## src/rtl/gfa_pkg.sv

```systemverilog
`timescale 1ns / 1ps
package gfa_pkg;

   localparam int MAX_ORDER = 64;
   localparam int ORDER_W = 7;
   localparam int ELEM_W = 6;
   localparam int REM_W = 2 * ELEM_W;
   localparam int RED_STAGES = 3;

   localparam logic [ORDER_W-1:0] ORDER_RESET = 7'd2;
   localparam logic [ORDER_W-1:0] ORDER_CAP =
      (MAX_ORDER < 64) ? ORDER_W'(MAX_ORDER) : 7'd64;
   localparam logic [ORDER_W-1:0] ORDER_GF4 = 7'd4;
   localparam logic [ORDER_W-1:0] ORDER_GF8 = 7'd8;
   localparam logic [ORDER_W-1:0] ORDER_GF9 = 7'd9;

   // Each reduction stage performs two conditional subtractions of order << k,
   // starting at the shift given here and stepping down by one.
   localparam logic [2:0] RED_SHIFT [RED_STAGES] = '{3'd5, 3'd3, 3'd1};

   typedef enum logic [1:0] {
      OP_ADD  = 2'd0,
      OP_MUL  = 2'd1,
      OP_NEG  = 2'd2,
      OP_NONE = 2'd3
   } op_type;

   typedef struct packed {
      logic [REM_W-1:0] rem;
      logic             err;
   } stage_type;

   localparam logic [1:0] GF4_MUL [4][4] = '{
      '{2'd0, 2'd0, 2'd0, 2'd0},
      '{2'd0, 2'd1, 2'd2, 2'd3},
      '{2'd0, 2'd2, 2'd3, 2'd1},
      '{2'd0, 2'd3, 2'd1, 2'd2}
   };

   localparam logic [2:0] GF8_MUL [8][8] = '{
      '{3'd0, 3'd0, 3'd0, 3'd0, 3'd0, 3'd0, 3'd0, 3'd0},
      '{3'd0, 3'd1, 3'd2, 3'd3, 3'd4, 3'd5, 3'd6, 3'd7},
      '{3'd0, 3'd2, 3'd4, 3'd6, 3'd3, 3'd1, 3'd7, 3'd5},
      '{3'd0, 3'd3, 3'd6, 3'd5, 3'd7, 3'd4, 3'd1, 3'd2},
      '{3'd0, 3'd4, 3'd3, 3'd7, 3'd6, 3'd2, 3'd5, 3'd1},
      '{3'd0, 3'd5, 3'd1, 3'd4, 3'd2, 3'd7, 3'd3, 3'd6},
      '{3'd0, 3'd6, 3'd7, 3'd1, 3'd5, 3'd3, 3'd2, 3'd4},
      '{3'd0, 3'd7, 3'd5, 3'd2, 3'd1, 3'd6, 3'd4, 3'd3}
   };

   localparam logic [3:0] GF9_MUL [16][9] = '{
      '{4'd0, 4'd0, 4'd0, 4'd0, 4'd0, 4'd0, 4'd0, 4'd0, 4'd0},
      '{4'd0, 4'd1, 4'd2, 4'd3, 4'd4, 4'd5, 4'd6, 4'd7, 4'd8},
      '{4'd0, 4'd2, 4'd1, 4'd6, 4'd8, 4'd7, 4'd3, 4'd5, 4'd4},
      '{4'd0, 4'd3, 4'd6, 4'd2, 4'd5, 4'd8, 4'd1, 4'd4, 4'd7},
      '{4'd0, 4'd4, 4'd8, 4'd5, 4'd6, 4'd1, 4'd7, 4'd2, 4'd3},
      '{4'd0, 4'd5, 4'd7, 4'd8, 4'd1, 4'd3, 4'd4, 4'd6, 4'd2},
      '{4'd0, 4'd6, 4'd3, 4'd1, 4'd7, 4'd4, 4'd2, 4'd8, 4'd5},
      '{4'd0, 4'd7, 4'd5, 4'd4, 4'd2, 4'd6, 4'd8, 4'd3, 4'd1},
      '{4'd0, 4'd8, 4'd4, 4'd7, 4'd3, 4'd2, 4'd5, 4'd1, 4'd6},
      '{4'd0, 4'd0, 4'd0, 4'd0, 4'd0, 4'd0, 4'd0, 4'd0, 4'd0},
      '{4'd0, 4'd0, 4'd0, 4'd0, 4'd0, 4'd0, 4'd0, 4'd0, 4'd0},
      '{4'd0, 4'd0, 4'd0, 4'd0, 4'd0, 4'd0, 4'd0, 4'd0, 4'd0},
      '{4'd0, 4'd0, 4'd0, 4'd0, 4'd0, 4'd0, 4'd0, 4'd0, 4'd0},
      '{4'd0, 4'd0, 4'd0, 4'd0, 4'd0, 4'd0, 4'd0, 4'd0, 4'd0},
      '{4'd0, 4'd0, 4'd0, 4'd0, 4'd0, 4'd0, 4'd0, 4'd0, 4'd0},
      '{4'd0, 4'd0, 4'd0, 4'd0, 4'd0, 4'd0, 4'd0, 4'd0, 4'd0}
   };

   function automatic logic [1:0] gf9_hi(input logic [3:0] v);
      logic [1:0] h;
      if (v >= 4'd6) begin
         h = 2'd2;
      end else if (v >= 4'd3) begin
         h = 2'd1;
      end else begin
         h = 2'd0;
      end
      return h;
   endfunction

   function automatic logic [1:0] gf9_lo(input logic [3:0] v);
      logic [3:0] t;
      t = v - {2'b00, gf9_hi(v)} * 4'd3;
      return t[1:0];
   endfunction

   function automatic logic [1:0] add3(input logic [1:0] x, input logic [1:0] y);
      logic [2:0] s;
      logic [2:0] r;
      s = {1'b0, x} + {1'b0, y};
      r = (s >= 3'd3) ? (s - 3'd3) : s;
      return r[1:0];
   endfunction

   function automatic logic [1:0] neg3(input logic [1:0] x);
      logic [1:0] r;
      r = (x == 2'd0) ? 2'd0 : (2'd3 - x);
      return r;
   endfunction

   function automatic logic [3:0] gf9_pack(input logic [1:0] h, input logic [1:0] l);
      return {2'b00, h} * 4'd3 + {2'b00, l};
   endfunction

   function automatic logic [3:0] gf9_add(input logic [3:0] a, input logic [3:0] b);
      return gf9_pack(add3(gf9_hi(a), gf9_hi(b)), add3(gf9_lo(a), gf9_lo(b)));
   endfunction

   function automatic logic [3:0] gf9_neg(input logic [3:0] a);
      return gf9_pack(neg3(gf9_hi(a)), neg3(gf9_lo(a)));
   endfunction

endpackage

```

## src/rtl/gfa_req_if.sv

```systemverilog
`timescale 1ns / 1ps
interface gfa_req_if
   import gfa_pkg::*;
();
   logic              valid;
   logic              ready;
   logic [1:0]        op;
   logic [ELEM_W-1:0] operand_a;
   logic [ELEM_W-1:0] operand_b;

   modport source (output valid, output op, output operand_a, output operand_b,
                   input ready);
   modport sink (input valid, input op, input operand_a, input operand_b,
                 output ready);
endinterface

```

## src/rtl/gfa_rsp_if.sv

```systemverilog
`timescale 1ns / 1ps
interface gfa_rsp_if
   import gfa_pkg::*;
();
   logic              valid;
   logic              ready;
   logic [ELEM_W-1:0] result;
   logic              range_error;

   modport source (output valid, output result, output range_error, input ready);
   modport sink (input valid, input result, input range_error, output ready);
endinterface

```

## src/rtl/gfa_front.sv

```systemverilog
`timescale 1ns / 1ps
module gfa_front
   import gfa_pkg::*;
(
   input  logic               clock,
   input  logic               reset,
   input  logic [ORDER_W-1:0] order,
   gfa_req_if.sink            req_chan,
   output logic               down_valid,
   output stage_type          down_data,
   input  logic               down_ready
);

   logic              valid_ff;
   stage_type         data_ff;
   stage_type         data_in;
   logic              up_ready;
   op_type            op;
   logic [ELEM_W-1:0] a;
   logic [ELEM_W-1:0] b;
   logic              bad;
   logic              xor_field;
   logic              nine;

   assign op = op_type'(req_chan.op);
   assign a = req_chan.operand_a;
   assign b = req_chan.operand_b;
   assign xor_field = (order == ORDER_GF4) || (order == ORDER_GF8);
   assign nine = (order == ORDER_GF9);

   always_comb begin
      bad = 1'b0;
      if (op != OP_NONE) begin
         bad = ({1'b0, a} >= order) || ((op != OP_NEG) && ({1'b0, b} >= order));
      end
   end

   always_comb begin
      data_in.err = bad;
      data_in.rem = '0;
      if (!bad) begin
         unique case (op)
            OP_ADD: begin
               if (xor_field) begin
                  data_in.rem = REM_W'(a ^ b);
               end else if (nine) begin
                  data_in.rem = REM_W'(gf9_add(a[3:0], b[3:0]));
               end else begin
                  data_in.rem = REM_W'({1'b0, a} + {1'b0, b});
               end
            end
            OP_MUL: begin
               if (order == ORDER_GF4) begin
                  data_in.rem = REM_W'(GF4_MUL[a[1:0]][b[1:0]]);
               end else if (order == ORDER_GF8) begin
                  data_in.rem = REM_W'(GF8_MUL[a[2:0]][b[2:0]]);
               end else if (nine) begin
                  data_in.rem = REM_W'(GF9_MUL[a[3:0]][b[3:0]]);
               end else begin
                  data_in.rem = REM_W'(a) * REM_W'(b);
               end
            end
            OP_NEG: begin
               if (xor_field) begin
                  data_in.rem = REM_W'(a);
               end else if (nine) begin
                  data_in.rem = REM_W'(gf9_neg(a[3:0]));
               end else if (a == '0) begin
                  data_in.rem = '0;
               end else begin
                  data_in.rem = REM_W'(order - {1'b0, a});
               end
            end
            OP_NONE: begin
               data_in.rem = '0;
            end
            default: begin
               data_in.rem = '0;
            end
         endcase
      end
   end

   assign up_ready = !valid_ff || down_ready;
   assign req_chan.ready = up_ready;

   always_ff @(posedge clock) begin
      if (reset) begin
         valid_ff <= 1'b0;
      end else if (up_ready) begin
         valid_ff <= req_chan.valid;
      end
   end

   always_ff @(posedge clock) begin
      if (up_ready && req_chan.valid) begin
         data_ff <= data_in;
      end
   end

   assign down_valid = valid_ff;
   assign down_data = data_ff;

endmodule

```

## src/rtl/gfa_reduce.sv

```systemverilog
`timescale 1ns / 1ps
module gfa_reduce
   import gfa_pkg::*;
(
   input  logic               clock,
   input  logic               reset,
   input  logic [ORDER_W-1:0] order,
   input  logic [2:0]         shift_hi,
   input  logic               up_valid,
   input  stage_type          up_data,
   output logic               up_ready,
   output logic               down_valid,
   output stage_type          down_data,
   input  logic               down_ready
);

   logic             valid_ff;
   stage_type        data_ff;
   stage_type        data_in;
   logic [REM_W:0]   sub_hi;
   logic [REM_W:0]   sub_lo;
   logic [REM_W:0]   rem_mid;
   logic [REM_W:0]   rem_end;

   assign sub_hi = (REM_W + 1)'(order) << shift_hi;
   assign sub_lo = (REM_W + 1)'(order) << (shift_hi - 3'd1);

   always_comb begin
      rem_mid = {1'b0, up_data.rem};
      if (rem_mid >= sub_hi) begin
         rem_mid = rem_mid - sub_hi;
      end
      rem_end = rem_mid;
      if (rem_end >= sub_lo) begin
         rem_end = rem_end - sub_lo;
      end
      data_in.err = up_data.err;
      data_in.rem = rem_end[REM_W-1:0];
   end

   assign up_ready = !valid_ff || down_ready;

   always_ff @(posedge clock) begin
      if (reset) begin
         valid_ff <= 1'b0;
      end else if (up_ready) begin
         valid_ff <= up_valid;
      end
   end

   always_ff @(posedge clock) begin
      if (up_ready && up_valid) begin
         data_ff <= data_in;
      end
   end

   assign down_valid = valid_ff;
   assign down_data = data_ff;

endmodule

```

## src/rtl/small_galois_field_alu.sv

```systemverilog
`timescale 1ns / 1ps
// Channel    Direction  Handshake     Payload
// req_chan   in         valid/ready   op, operand_a, operand_b
// rsp_chan   out        valid/ready   result, range_error
// csr        in         csr_wr_en     csr_wr_data (field order)
//
// One transfer is accepted per cycle unless a stalled result has filled the pipeline;
// each result is registered in the front stage for operand checks, tables and the
// product, then in each stage of the modular reduction, two conditional subtractions each.
// Reset is synchronous and sets the field order to 2 and empties the pipeline.
// A stalled result holds every stage that is full; empty stages still fill.
module small_galois_field_alu
   import gfa_pkg::*;
(
   input  logic               clock,
   input  logic               reset,
   gfa_req_if.sink            req_chan,
   gfa_rsp_if.source          rsp_chan,
   input  logic               csr_wr_en,
   input  logic [ORDER_W-1:0] csr_wr_data
);

   logic [ORDER_W-1:0] field_order_ff;
   logic [ORDER_W-1:0] order;
   logic               link_valid [RED_STAGES+1];
   stage_type          link_data [RED_STAGES+1];
   logic               link_ready [RED_STAGES+1];

   always_ff @(posedge clock) begin
      if (reset) begin
         field_order_ff <= ORDER_RESET;
      end else if (csr_wr_en) begin
         field_order_ff <= csr_wr_data;
      end
   end

   assign order = (field_order_ff > ORDER_CAP) ? ORDER_CAP : field_order_ff;

   gfa_front u_front (
      .clock      (clock),
      .reset      (reset),
      .order      (order),
      .req_chan   (req_chan),
      .down_valid (link_valid[0]),
      .down_data  (link_data[0]),
      .down_ready (link_ready[0])
   );

   for (genvar s = 0; s < RED_STAGES; s++) begin : g_reduce
      gfa_reduce u_reduce (
         .clock      (clock),
         .reset      (reset),
         .order      (order),
         .shift_hi   (RED_SHIFT[s]),
         .up_valid   (link_valid[s]),
         .up_data    (link_data[s]),
         .up_ready   (link_ready[s]),
         .down_valid (link_valid[s+1]),
         .down_data  (link_data[s+1]),
         .down_ready (link_ready[s+1])
      );
   end

   assign link_ready[RED_STAGES] = rsp_chan.ready;
   assign rsp_chan.valid = link_valid[RED_STAGES];
   assign rsp_chan.result = link_data[RED_STAGES].rem[ELEM_W-1:0];
   assign rsp_chan.range_error = link_data[RED_STAGES].err;

`ifndef SYNTHESIS
   a_err_zero: assert property (@(posedge clock) disable iff (reset)
      rsp_chan.valid && rsp_chan.range_error |-> rsp_chan.result == '0)
      else $error("Flagged result is not zero.");

   a_result_reduced: assert property (@(posedge clock) disable iff (reset)
      rsp_chan.valid && !rsp_chan.range_error && order != '0
         |-> {1'b0, rsp_chan.result} < order)
      else $error("Result is not below the field order.");

   a_rem_reduced: assert property (@(posedge clock) disable iff (reset)
      rsp_chan.valid |-> link_data[RED_STAGES].rem[REM_W-1:ELEM_W] == '0)
      else $error("Reduction left high remainder bits.");

   a_reset_empty: assert property (@(posedge clock)
      $past(reset) |-> !rsp_chan.valid)
      else $error("Result valid right after reset.");
`endif

endmodule
```

## src/flat_wrapper.sv

```systemverilog
// flat-port wrapper written by rule: the top's interface ports become plain ports
module small_galois_field_alu_flat import gfa_pkg::*;
  (clock, reset, csr_wr_en, csr_wr_data, req_chan_valid, req_chan_op, req_chan_operand_a, req_chan_operand_b, req_chan_ready, rsp_chan_valid, rsp_chan_result, rsp_chan_range_error, rsp_chan_ready);
  gfa_req_if req_chan_i ();
  gfa_rsp_if rsp_chan_i ();
  input  logic clock;
  input  logic reset;
  input  logic csr_wr_en;
  input  logic [ORDER_W-1:0] csr_wr_data;
  input wire logic [$bits(req_chan_i.valid)-1:0] req_chan_valid;
  input wire logic [$bits(req_chan_i.op)-1:0] req_chan_op;
  input wire logic [$bits(req_chan_i.operand_a)-1:0] req_chan_operand_a;
  input wire logic [$bits(req_chan_i.operand_b)-1:0] req_chan_operand_b;
  output wire logic [$bits(req_chan_i.ready)-1:0] req_chan_ready;
  output wire logic [$bits(rsp_chan_i.valid)-1:0] rsp_chan_valid;
  output wire logic [$bits(rsp_chan_i.result)-1:0] rsp_chan_result;
  output wire logic [$bits(rsp_chan_i.range_error)-1:0] rsp_chan_range_error;
  input wire logic [$bits(rsp_chan_i.ready)-1:0] rsp_chan_ready;
  assign req_chan_i.valid = req_chan_valid;
  assign req_chan_i.op = req_chan_op;
  assign req_chan_i.operand_a = req_chan_operand_a;
  assign req_chan_i.operand_b = req_chan_operand_b;
  assign req_chan_ready = req_chan_i.ready;
  assign rsp_chan_valid = rsp_chan_i.valid;
  assign rsp_chan_result = rsp_chan_i.result;
  assign rsp_chan_range_error = rsp_chan_i.range_error;
  assign rsp_chan_i.ready = rsp_chan_ready;
  small_galois_field_alu u_core (.clock(clock), .reset(reset), .req_chan(req_chan_i), .rsp_chan(rsp_chan_i), .csr_wr_en(csr_wr_en), .csr_wr_data(csr_wr_data));
endmodule
```

## config.mk

```make
export PLATFORM = sky130hd
export DESIGN_NAME = small_galois_field_alu_flat
export DESIGN_NICKNAME = d
export VERILOG_FILES = /design/src/rtl/gfa_pkg.sv /design/src/rtl/gfa_req_if.sv /design/src/rtl/gfa_rsp_if.sv /design/src/rtl/gfa_front.sv /design/src/rtl/gfa_reduce.sv /design/src/rtl/small_galois_field_alu.sv /design/src/flat_wrapper.sv
export SDC_FILE = /design/constraint.sdc
export NUM_CORES = 1
export LEC_CHECK = 0
export BUFFER_PORTS_ARGS = -buffer_cell sky130_fd_sc_hd__buf_2
export CAP_MARGIN = 20
export CELL_PAD_IN_SITES_DETAIL_PLACEMENT = 0
export CELL_PAD_IN_SITES_GLOBAL_PLACEMENT = 1
export CORE_MARGIN = 2
export CORE_UTILIZATION = 54
export DETAILED_ROUTE_END_ITERATION = 10
export GPL_TIMING_DRIVEN = 0
export PLACE_DENSITY = 0.9
export SLEW_MARGIN = 20
export SYNTH_ARGS = -nofsm -noshare
export SYNTH_HDL_FRONTEND = slang
export SYNTH_HIERARCHICAL = 1
export SYNTH_SLANG_ARGS = --single-unit
```

## constraint.sdc

```tcl
create_clock -name clock -period 11.1 [get_ports clock]
set_input_delay 1.11 -clock clock [delete_from_list [all_inputs] [get_ports clock]]
set_output_delay 1.11 -clock clock [all_outputs]
set_load 0.05 [all_outputs]
```

Word level (Yosys, flattened, before mapping)
Memory sizes are Yosys's and may differ from the RTL's.
Cells that the tools add are included.
- bits in writable memories: 0
- output and inout bits: 9
- memories kept: 2
- register bits: 57
- bits in latches: 0
- ROM bits: 768
- input port bits: 26
- memory list (name ; depth ; width ; rd ports ; clocked after Yosys merged registers in ; write ports ; RTL line ; RTL):
    (no name shown) ; 16 ; 36 ; 1 ; 0 ; 0 ; gfa_front.sv:58 ; data_in.rem = REM_W'(GF9_MUL[a[3:0]][b[3:0]]);
    (no name shown) ; 8 ; 24 ; 1 ; 0 ; 0 ; gfa_front.sv:56 ; data_in.rem = REM_W'(GF8_MUL[a[2:0]][b[2:0]]);
- $add $sub $neg: 19
- div/mod/pow operators: 0
- shift operators: 0
- bitwise operators: 7
- multiplexer cells: 51
- reductions and logical operators: 19
- $mul: 6
- eq/ne operators: 8
- $lt $le $gt $ge: 21
- operators by type and width (cell ; number):
    12-bit two-way mux ; 8
    36-bit two-way mux ; 2
    24-bit two-way mux ; 2
    12-bit one-hot mux with 4 select lines ; 1
    13-bit two-way mux ; 3
    2-bit two-way mux ; 18
    7-bit two-way mux ; 3
    4-bit binary-select mux with 4-bit select ; 1
    8-bit binary-select mux with 2-bit select ; 1
    8-bit two-way mux ; 2
    7-bit by 4-bit equality test with 1-bit output (second input constant) ; 2
    6-bit by 7-bit greater-or-equal comparator with 1-bit output ; 2
    13-bit by 11-bit greater-or-equal comparator with 1-bit output ; 1
    13-bit by 7-bit greater-or-equal comparator with 1-bit output ; 1
    13-bit by 9-bit greater-or-equal comparator with 1-bit output ; 1
    12-bit by 10-bit subtractor with 13-bit output ; 1
    12-bit by 12-bit subtractor with 13-bit output ; 1
    12-bit by 8-bit subtractor with 13-bit output ; 1
    12-bit by 10-bit greater-or-equal comparator with 1-bit output ; 1
    12-bit greater-or-equal comparator ; 1
    12-bit by 8-bit greater-or-equal comparator with 1-bit output ; 1
    6-bit by 6-bit multiplier with 12-bit output ; 1
    12-bit by 11-bit subtractor with 12-bit output ; 1
    12-bit by 9-bit subtractor with 12-bit output ; 1
    36 further kinds ; 74

Longest topological paths before layout
Gate-level depths: netlist of the first run.
- word-level depth: 16
- mapped depth: 26
- depth with buffers taken out: 24

Modules after synthesis
The synthesis of the first run kept the hierarchy.
- by module, submodules not included (module ; area each (µm²) ; cells each ; instances):
    gfa_reduce (u_core.g_reduce[0].u_reduce ...) ; 2581.2 ; 307 ; 2
    gfa_front ; 4155.2 ; 536 ; 1
    gfa_reduce (u_core.g_reduce[2].u_reduce) ; 2547.4 ; 306 ; 1
    small_galois_field_alu ; 300.3 ; 31 ; 1

Least setup slack after synthesis of the first run
OpenSTA, ideal clock, no wires.
- path kind: in2reg
- start: input port req_chan_operand_a[2]
- end: register u_core.u_front.data_ff, in the netlist u_core/u_front/down_data[3], data pin
- slack: 5.273 ns
- cell stages on the path: 21
- data required time: 10.812 ns
- data arrival time: 5.540 ns
- cell sequence: buf_2 > buf_2 > buf_2 > or3_1 > and3_1 > ha_1 > xor2_1 > xnor2_1 > inv_1 > fa_1 > ha_1 > or3_1 > o21a_1 > fa_1 > ha_1 > inv_1 > fa_1 > o21ai_0 > a22o_1 > a32oi_1 > a21oi_1
- longest elaborated chain between the ends: 16
- ends and longest elaborated chain (what ; RTL line ; RTL):
    start: declaration ; flat_wrapper.sv:12 ; input wire logic [$bits(req_chan_i.operand_a)-1:0] req_chan_operand_a;
    4-bit by 2-bit greater-or-equal comparator with 1-bit output ; gfa_pkg.sv:74 ; end else if (v >= 4'd3) begin
    1-bit two-way mux ; gfa_pkg.sv:74 ;
    2-bit two-way mux ; gfa_pkg.sv:72 ; if (v >= 4'd6) begin
    2-bit two-way mux ; gfa_front.sv:66 ; end else if (nine) begin
    2-bit two-way mux ; gfa_front.sv:64 ; if (xor_field) begin
    2-bit two-way mux ; gfa_front.sv:42 ; unique case (op)
    2-bit two-way mux ; gfa_front.sv:41 ; if (!bad) begin
    2-bit by 1-bit multiplier with 2-bit output ; gfa_pkg.sv:84 ; t = v - {2'b00, gf9_hi(v)} * 4'd3;
    2-bit subtractor ; gfa_pkg.sv:84 ;
    2-bit by 2-bit adder with 3-bit output ; gfa_pkg.sv:91 ; s = {1'b0, x} + {1'b0, y};
    3-bit by 2-bit greater-or-equal comparator with 1-bit output / 2-bit subtractor (equally long branches) ; gfa_pkg.sv:92 ; r = (s >= 3'd3) ? (s - 3'd3) : s;
    2-bit two-way mux ; gfa_pkg.sv:92 ;
    4-bit by 2-bit adder with 4-bit output ; gfa_pkg.sv:103 ; return {2'b00, h} * 4'd3 + {2'b00, l};
    7-bit two-way mux ; gfa_front.sv:46 ; end else if (nine) begin
    7-bit two-way mux ; gfa_front.sv:44 ; if (xor_field) begin
    12-bit one-hot mux with 4 select lines ; gfa_front.sv:42 ;
    end signal: assignment ; gfa_front.sv:97 ; data_ff <= data_in;
    end: declaration ; gfa_front.sv:15 ; stage_type data_ff;
Parallel ways exist; a longest one is shown, timed or not. The select of a mux whose other input is x is not followed.
A chain may end at the register's enable or synchronous reset.

Worst setup path in the final report of the first run
- start: input port req_chan_operand_a[0]
- end: register u_core.u_front.data_ff, in the netlist u_core/u_front/down_data[3], data pin
Same word-level chain as after synthesis.

==> results by group, run 1 <==
Status
  – Status: completed

Routing
  – Routed WL per cell: 18.2 µm
  – DRC Markers: 0
  – Detailed Route WL: 32,800 µm
  – 1st-iter DRT viols: 890
  – Via count: 11,100
  – Via density: 6.18
  – Post-route ant nets: 0
  – DRT Pass-1 Iters: 5

Global route
  – Largest net degree at the start of global routing: 23
  – Number of global-route vias before repair: 10,500
  – Initial antenna violation count: 0
  – GR Util All Layers: 0.295
  – Grt ovf: 0
  – First-pass GRT wire length: 53,500 µm

Power and ir drop
  – Flop pwr share: 0.140
  – Leak Pwr: 5.40 nW
  – Clock share of power: 0.103
  – P_sw: 1.14 mW
  – Internal power: 1.33 mW
  – Sw Share: 0.462
  – Max IR drop VDD: 92.5 µV
  – Power per cell area: 195 nW/µm²
  – Combinational Power Share: 0.757

Timing
  – Max Slew Vio Count: 0
  – Worst slew pin tran: 1.01 ns
  – Final hold slack: 0.424 ns
  – TNS Setup: 0 ns
  – Fin crit share: 0.598
  – Minimum clock period: 6.64 ns
  – Slew Limit Headroom: 0.327
  – Final hold viol count: 0
  – Setup WS post-layout: 4.46 ns
  – Layout Skew: 0.0106 ns
  – Setup violators final: 0
  – RSZ-0062 raised after global routing: false
  – Max Clk Rate: 151 MHz

Finish
  – Synthesis-to-finish area growth: 8.19%
  – Fin util: 0.599
  – Share of layout cells above drive strength 1: 0.107
  – Nets: 1,709
  – Fin cells: 1,800
  – N_diodes: 0

Floorplan
  – DIE AREA: 22,900 µm²
  – Core area: 21,200 µm²
  – Boundary Pins: 35
  – Die Y: 151 µm
  – Row count: 53
  – Die width: 151 µm
  – Initial Utilization: 0.553

Clock network
  – CTS resizes: 0
  – CTS max path bufs: 2
  – TritonCTS clock tree: built
  – Inserted Clock Buffers: 9
  – H-tree Lvls: 3
  – Root Buffer Master: clkbuf_16
  – Clk_lat worst skew: 0.35 ns
  – Setup repair bufs after CTS: 0
  – Clk sinks: 57
  – Hold buffers post-CTS: 0
  – Clock Pin Slew Worst Setup and Hold Paths: 0.06 ns

Min path
  – Hold path endpoint: u_core/g_reduce[1].u_reduce/down_data[0]
  – Hold WC Path Type: reg2reg
  – Hold Path Depth: 0
  – Min-delay src: u_core/g_reduce[0].u_reduce/down_data[0]

Critical path
  – R2R setup slack: 4.88 ns
  – Required time worst endpoint: 11.13 ns
  – Max Fanout on Critical Path: 10
  – Worst Path Arrival: 6.67 ns
  – Crit. End Element: flop
  – R2r startpoint: u_core/field_order_ff[6]
  – Worst setup SP type: primary input
  – R2R Path End: u_core/g_reduce[1].u_reduce/down_data[12]
  – CP Class: in2reg
  – R2R depth: 23

Placement
  – GP Congestion: 0.968
  – Inst Count DP: 1,784
  – # port buffers: 32
  – Worst slack at placement: 4.23 ns
  – HPWL Detailed: 26,000 µm

Yosys
  – Yosys warns: 6
  – Syn avg cell area: 8.10 µm²
  – Post-Synthesis Cells: 1,445
  – Cell Area, Synth: 11,700 µm²

Job
  – # Max-Cap Violations: 0
[cell type report]
class	count	area, µm²
tap	275	344
inverter	99	372
sequential	57	1600
clock buffer	9	225
clock inverter	7	47.5
timing repair buffer	38	228
buffer	65	310
multi-input combinational	1250	9540
fill	1958	8490
[layout by cell type, fill, tap and decap left out, drive strengths merged, types with 7 or more instances in the layout]
master  count
a211o      14
and2       22
nor2      119
xor2       20
nand2b     30
nor3b       8
nand2     122
o31ai       8
o21ai      85
o211ai     17
inv        98
edfxtp     46
nand3      23
a31oi      20
a21o       39
fa         29
nor2b      32
mux2       44
or3        14
nand3b      8
and3       15
nor3       29
nand4      12
conb       28
a221oi      9
ha        134
o21a        7
dfxtp      11
mux4       10
o22ai       8
a21oi     128
a211oi     21
clkbuf     43
xnor2      53
buf        69
mux2i      58
[metrics by stage]
stage	total power [mW]	instance area, µm²
floorplan	1.82	11800
global placement	2.14	12300
detailed placement	2.18	12400
CTS	2.45	12700
global route	2.66	12700
finish	2.46	12700
[metal layers]
metal	wire, µm	up-vias	GRT usage
li1	-	5430	-
met1	14900	5238	0.407
met2	15300	399	0.490
met3	2000	50	0.0343
met4	573	0	0.0762
met5	0	-	0
[worst max-delay path: stages]
cell and delay [ns]:
buf_2 0.24, clkbuf_1 0.44, inv_1 0.24, ha_1 0.38, o21ai_0 0.31, and3_1 0.24
ha_1 0.17, xor2_1 0.17, xnor2_1 0.18, inv_1 0.10, fa_1 0.49, ha_1 0.22
or3_1 0.37, o21a_1 0.14, fa_1 0.51, ha_1 0.15, inv_1 0.05, fa_1 0.48
o21ai_0 0.09, a22o_1 0.25, a32oi_1 0.22, a21oi_1 0.12
[power by group through the flow]
| stage | clock network (mW) | logic, mW | registers (mW) |
|---|---|---|---|
| after CTS | 0.260 | 1.84 | 0.345 |
| final | 0.255 | 1.86 | 0.345 |
| after detailed placement | 0 | 1.83 | 0.349 |
| after global routing | 0.269 | 2.04 | 0.348 |
| after global placement | 0 | 1.80 | 0.348 |
| after floorplan | 0 | 1.47 | 0.347 |
[worst max-delay path by stage]
stage	from	slack [ns]	cells after the start	to
after floorplan	req_chan_operand_a[2]	5.27	21	u_core/u_front/down_data[3]
final	req_chan_operand_a[0]	4.46	22	u_core/u_front/down_data[3]
after global routing	req_chan_operand_a[0]	4.32	22	u_core/u_front/down_data[3]
after detailed placement	req_chan_operand_a[0]	4.23	22	u_core/u_front/down_data[3]
after global placement	u_core/field_order_ff[6]	4.10	22	u_core/g_reduce[1].u_reduce/down_data[3]
after CTS	req_chan_operand_a[0]	4.58	22	u_core/u_front/down_data[3]
[registers in the layout, summed over array words and instances (netlist names)]
signal / flops
u_core/g_reduce.u_reduce/down_valid: 3
u_core/u_front/down_data: 13
u_core/field_order_ff: 7
u_core/g_reduce.u_reduce/down_data: 33
u_core/u_front/down_valid: 1
(Power assumes the default switching activity.)
==> run 2: changes to the inputs <==
Settings changed: CORE_UTILIZATION 54 to 45, PLACE_DENSITY 0.9 to 0.8.
Clock period 11.1 ns to 5.65 ns, I/O delays scaled along.
==> results by group, run 2 (synthesis gave the netlist of run 1 again) <==
Job
  – # Max-Cap Violations: 0 (unchanged)

Min path
  – Min-delay src: u_core/u_front/down_data[0]
  – Hold WC Path Type: reg2reg

Critical path
  – WP depth: 23 (+4.5%)
  – Worst Path Arrival: 5.53 ns (-1.14 ns)
  – R2R Path End: u_core/g_reduce[2].u_reduce/down_data[6]
  – Slowest stage cell, crit path: dfxtp_4
  – Crit path cell chain: nor2b_4, mux2_2, nor2_1, nor2_1, mux2i_1, ha_1, buf_2, a211o_1, nand3b_1, a311oi_2, nor3_4, buf_2, mux2_2, ha_1, a21o_1, a21o_1, nand4b_1, a21boi_1, o31a_1, o221ai_2, nand2_1, buf_6, mux2_4
  – CP Class: reg2reg
  – CP Launch Point: u_core/field_order_ff[6]
  – Setup crit end: u_core/g_reduce[2].u_reduce/down_data[6]
  – Required time worst endpoint: 5.75 ns (-5.38 ns)
  – Worst setup SP type: flop
  – Crit. End Element: flop
  – R2r startpoint: u_core/field_order_ff[6]
  – Max Fanout on Critical Path: 10 (unchanged)
  – R2R setup slack: 0.21 ns (-4.67 ns)
  – R2R depth: 23 (unchanged)
  – Buf/Inv on CP: 3 (-2)
  – Top delay family on crit path: compound AO/OA/AOI/OAI gates
  – CP peak stage delay: 0.47 ns (-0.04 ns)

Routing
  – Via count: 11,100 (-0.45%)
  – 1st-iter DRT viols: 1,049 (+18%)
  – Met2 wire length: 15,400 µm (about the same)
  – Detailed Route WL: 33,200 µm (+1.1%)
  – DRT Pass-1 Iters: 5 (unchanged)
  – Via density: 5.91 (-4.3%)
  – M1 WL: 15,300 µm (+2.5%)
  – DRC Markers: 0 (unchanged)
  – Routed WL per cell: 17.7 µm (-2.9%)
  – Max layer used: met4
  – WL met3: 1800 µm (-9.8%)
  – Post-route ant nets: 0 (unchanged)

Floorplan
  – Die Y: 165 µm (+9.3%)
  – Core area: 25,800 µm² (+22%)
  – Boundary Pins: 35 (unchanged)
  – DIE AREA: 27,300 µm² (+19%)
  – Die width: 165 µm (+9.3%)
  – Initial Utilization: 0.454 (-0.0990)
  – Row count: 59 (+11%)

Timing
  – Max Clk Rate: 184 MHz
  – Worst slew pin tran: 0.978 ns (-0.0304 ns)
  – Layout Skew: 0.0138 ns (+0.00318 ns)
  – Final hold viol count: 0 (unchanged)
  – Fin crit share: 0.963
  – Max Slew Vio Count: 0 (unchanged)
  – Slew Limit Headroom: 0.347 (+0.0203)
  – Setup violators final: 0 (unchanged)
  – Minimum clock period: 5.44 ns
  – RSZ-0062 raised after global routing: false

Clock network
  – Inserted Clock Buffers: 9 (unchanged)
  – Clock Pin Slew Worst Setup and Hold Paths: 0.06 ns (about the same)
  – Clk_lat worst skew: 0.34 ns (about the same)
  – TritonCTS clock tree: built
  – H-tree Lvls: 3 (unchanged)
  – Root Buffer Master: clkbuf_16
  – Hold buffers post-CTS: 0 (unchanged)
  – Clk sinks: 57 (unchanged)
  – CTS max path bufs: 2 (unchanged)

Finish
  – Fin util: 0.508 (-0.0910)
  – Most common cell after layout, fill and taps aside: ha_1
  – Max reg flops: 33 (unchanged)
  – Fillers: 2,493 (+27%)
  – Most frequent cells in the layout: ha_1, a21oi_1, nand2_1
  – Nets: 1,721 (+0.70%)
  – Final Cell Area: 13,100 µm² (+3.3%)
  – Share of layout cells above drive strength 1: 0.131 (+0.0245)
  – Synthesis-to-finish area growth: 11.7%

Global route
  – Largest net degree at the start of global routing: 18 (-22%)
  – Number of global-route vias before repair: 10,500 (-0.0095%)
  – Initial antenna violation count: 1 (+1)
  – GR Util All Layers: 0.246 (-0.0485)
  – First-pass GRT wire length: 53,700 µm (+0.41%)
  – Grt ovf: 0 (unchanged)

Power and ir drop
  – Power per cell area: 384 nW/µm² (+98%)
  – Pwr Total: 5.03 mW (+100%)
  – Max IR drop VDD: 279 µV (+200%)
  – Leak Pwr: 5.56 nW (+2.8%)

Placement
  – GP Congestion: 0.930 (-3.9%)
  – HPWL Detailed: 26,500 µm (+2.1%)
  – Area after DPL: 12,500 µm² (+0.79%)
  – # port buffers: 32 (unchanged)

Status
  – Status: completed
-- run 2: metal layers --
metal	global-route usage	vias up
met4	0.0701	0
met1	0.333	5206
met2	0.415	358
met3	0.0282	52
li1	-	5451
met5	0	-
-- run 2: worst register-to-register path: cells and delay by family (launching register included) --
| kind | cells | cell delay (ns) |
|---|---|---|
| AO/OA/AOI/OAI | 7 | 1.34 |
| adder cells (fa/ha/maj) | 2 | 0.63 |
| buffers and inverters | 3 | 0.60 |
| flip-flops | 1 | 0.47 |
| multiplexers | 4 | 1.28 |
| AND/OR/NAND/NOR | 7 | 0.87 |
-- run 2: metrics by stage --
stage	worst slack, ns	TNS (ns)	hold WS (ns)	std cells
6_report	0.212	0	0.414	1873
5_1_grt	0.00194	0	0.431	1872
4_1_cts	0.00314	0	0.418	1863
3_5_place_dp	-0.571	-12.18	0.408	1845
3_3_place_gp	-1.46	-38.28	0.406	1838
2_1_floorplan	0.0980	0	0.400	1471
-- run 2: report_power, final --
group | switching [mW] | internal (mW)
clock network | 0.197 | 0.408
registers | 0.0523 | 0.628
logic | 2.00 | 1.74
total | 2.25 | 2.78
-- run 2: how the worst min path moves through the flow --
stage                                                          end  cells past startpoint  slack [ns]
after floorplan           u_core/g_reduce[0].u_reduce/down_data[0]                      0        0.40
after global placement    u_core/g_reduce[0].u_reduce/down_data[0]                      0        0.41
after detailed placement  u_core/g_reduce[0].u_reduce/down_data[0]                      0        0.41
after CTS                 u_core/g_reduce[0].u_reduce/down_data[0]                      0        0.42
after global routing      u_core/g_reduce[1].u_reduce/down_data[0]                      0        0.43
final                     u_core/g_reduce[0].u_reduce/down_data[0]                      0        0.41
-- run 2: cell type report --
| cell class | instances | area (µm²) | area share |
|---|---|---|---|
| diodes | 1 | 2.50 | 0.000191 |
| repair buffers | 54 | 365 | 0.0279 |
| well taps | 335 | 419 | 0.0320 |
| flip-flops and latches | 57 | 1610 | 0.123 |
| clock inverters | 5 | 77.6 | 0.00593 |
| multi-input cells | 1252 | 9670 | 0.740 |
| clock buffers | 11 | 253 | 0.0193 |
| plain buffers | 59 | 307 | 0.0234 |
| inverters | 99 | 375 | 0.0287 |
-- run 2: repair_timing --
action | 4_1_cts | 5_1_grt
setup buffers | 2 | 13
endpoints found under the setup margin | 31 | 32
gates resized for setup | 17 | 36
pin swaps | 1 | 6
cloned | 0 | 2
==> run 3: changes to the inputs <==
Settings changed: REMOVE_ABC_BUFFERS from default to 1.
==> results by group, run 3 (synthesis gave the netlist of run 1 again) <==
Status
  – Status: completed

Placement
  – # port buffers: 34 (+6.3%)
  – HPWL Detailed: 24,700 µm (-6.8%)
  – GP Congestion: 0.910 (-2.2%)
  – Worst slack at placement: -0.764 ns (-0.193 ns)

Floorplan
  – Initial Utilization: 0.454 (unchanged)
  – Boundary Pins: 35 (unchanged)
  – Row count: 59 (unchanged)
  – Die width: 165 µm (unchanged)
  – Die Y: 165 µm (unchanged)
  – Core area: 25,800 µm² (unchanged)
  – DIE AREA: 27,300 µm² (unchanged)

Power and ir drop
  – Internal power: 2.68 mW (-3.5%)
  – Sw Share: 0.455 (+0.00829)
  – Clock share of power: 0.112 (-0.008)
  – Max IR drop VDD: 285 µV (+2.2%)
  – Combinational Power Share: 0.750 (+0.006)
  – Power per cell area: 385 nW/µm² (+0.23%)
  – P_sw: 2.24 mW (-0.19%)
  – Flop pwr share: 0.138 (+0.003)
  – Leak Pwr: 5.41 nW (-2.6%)
  – Pwr Total: 4.93 mW (-2.0%)

Critical path
  – Worst setup SP type: flop
  – CP Class: reg2reg
  – CP peak stage delay: 0.45 ns (-0.02 ns)
  – Crit. End Element: flop
  – Worst Path Arrival: 5.50 ns (-0.03 ns)
  – Required time worst endpoint: 5.74 ns (about the same)
  – Max Fanout on Critical Path: 13 (+3)
  – Crit path cell chain: nor2b_4, buf_6, mux2i_1, a21oi_1, mux2i_1, ha_1, nand4_2, or3_1, a311oi_2, nor3_4, mux2_2, ha_1, a21o_1, a21o_1, nand4b_1, a21boi_1, o31a_1, o221ai_2, nand2_1, mux2_4
  – Slowest stage cell, crit path: ha_1

Global route
  – GR Util All Layers: 0.244 (-0.00161)
  – Initial antenna violation count: 0 (-1)
  – Number of global-route vias before repair: 10,400 (-0.78%)
  – First-pass GRT wire length: 53,200 µm (-1.0%)
  – Largest net degree at the start of global routing: 42 (+24)
  – Grt ovf: 0 (unchanged)

Routing
  – DRC Markers: 0 (unchanged)
  – 1st-iter DRT viols: 792 (-24%)
  – Via count: 10,800 (-2.8%)
  – Post-route ant nets: 0 (unchanged)
  – Detailed Route WL: 32,900 µm (-0.74%)
  – DRT Pass-1 Iters: 6 (+1)
  – Routed WL per cell: 18.1 µm (+2.2%)
  – Via density: 5.91 (about the same)

Timing
  – Setup WS post-layout: 0.246 ns (+0.0339 ns)
  – Max Slew Vio Count: 0 (unchanged)
  – Layout Skew: 0.0112 ns (-0.00260 ns)
  – Final hold viol count: 0 (unchanged)
  – Final hold slack: 0.418 ns (+0.00398 ns)
  – Fin crit share: 0.957 (-0.00600)
  – Setup violators final: 0 (unchanged)
  – Worst slew pin tran: 0.994 ns (+0.0166 ns)
  – Minimum clock period: 5.40 ns (-0.0339 ns)
  – TNS Setup: 0 ns (unchanged)
  – RSZ-0062 raised after global routing: true
  – Slew Limit Headroom: 0.336 (-0.0111)
  – Max Clk Rate: 185 MHz (+0.63%)

Clock network
  – Clk_lat worst skew: 0.34 ns (about the same)
  – CTS max path bufs: 2 (unchanged)
  – Root Buffer Master: clkbuf_16
  – Clock Pin Slew Worst Setup and Hold Paths: 0.06 ns (about the same)
  – TritonCTS clock tree: built
  – Inserted Clock Buffers: 9 (unchanged)
  – H-tree Lvls: 3 (unchanged)
  – Clk sinks: 57 (unchanged)

Finish
  – Max reg flops: 33 (unchanged)
  – N_diodes: 0 (-1)
  – Synthesis-to-finish area growth: 9.24%
  – Fin util: 0.496 (-0.0113)
  – Most frequent cells in the layout: ha_1, a21oi_1, nand2_1
  – Share of layout cells above drive strength 1: 0.119 (-0.0129)
  – Nets: 1,669 (-3.0%)
  – Most common cell after layout, fill and taps aside: ha_1

Job
  – # Max-Cap Violations: 0 (unchanged)

Min path
  – Hold WC Path Type: reg2reg
[run 3: cell count changes in the layout (fill, tap and decap cells not counted), sizes merged, moves of 2 or more]
| cell | change |
|---|---|
| buf | -29 |
| clkbuf | -26 |
| clkinv | +2 |
| nor2b | +2 |
[run 3: worst max-delay path, delay by kind of cell (launching register included)]
family	cells	cell delay (ns)
compound gates	7	1.63
fa+ha+maj	2	0.77
buf+inv	1	0.16
flops	1	0.41
mux	4	0.98
simple gates	6	1.19
[run 3: final timing paths]
| path | startpoint | end | slack (ns) | cells past startpoint |
|---|---|---|---|---|
| setup / recovery | u_core/field_order_ff[6] | u_core/g_reduce[2].u_reduce/down_data[2] | 0.25 | 20 |
| hold / removal | u_core/g_reduce[0].u_reduce/down_data[0] | u_core/g_reduce[1].u_reduce/down_data[0] | 0.42 | 0 |
| setup reg to reg | u_core/field_order_ff[6] | u_core/g_reduce[2].u_reduce/down_data[2] | 0.25 | 20 |
| hold reg to reg | u_core/g_reduce[0].u_reduce/down_data[0] | u_core/g_reduce[1].u_reduce/down_data[0] | 0.42 | 0 |
[run 3: routing by layer]
metal | share of wire | vias up | routed length [µm] | track usage
li1 | - | 5346 | - | -
met1 | 0.47 | 5071 | 15300 | 0.333
met5 | 0 | - | 0 | 0
met2 | 0.47 | 298 | 15400 | 0.411
met3 | 0.047 | 38 | 1550 | 0.0260
met4 | 0.019 | 0 | 633 | 0.0709
[run 3: power by group through the flow]
| stage | sequential, mW | combinational [mW] | clock (mW) |
|---|---|---|---|
| after floorplan | 0.684 | 2.83 | 0 |
| after global placement | 0.688 | 3.48 | 0 |
| after detailed placement | 0.690 | 3.54 | 0 |
| after CTS | 0.679 | 3.60 | 0.560 |
| after global routing | 0.688 | 4.07 | 0.577 |
| final | 0.680 | 3.70 | 0.549 |
[run 3: per-stage QoR]
stage,instances,area [µm²]
floorplan,1406,11500
global placement,1775,12100
detailed placement,1779,12200
CTS,1808,12600
global route,1820,12800
finish,1820,12800
[run 3: area by class of cell]
type / count / area (µm²)
tap: 335 / 419
clock buffer: 10 / 239
sequential: 57 / 1610
fill: 2512 / 13000
timing repair buffer: 59 / 402
inverter: 99 / 375
multi-input combinational: 1254 / 9690
clock inverter: 6 / 57.6
[run 3: timing repair]
action | in CTS | in global routing
gates cloned | 3 | 1
buffers inserted | 10 | 11
gates resized for setup | 6 | 15
pin swaps | 3 | 2
hold buffers | 0 | 0
setup endpoints to repair | 30 | 27
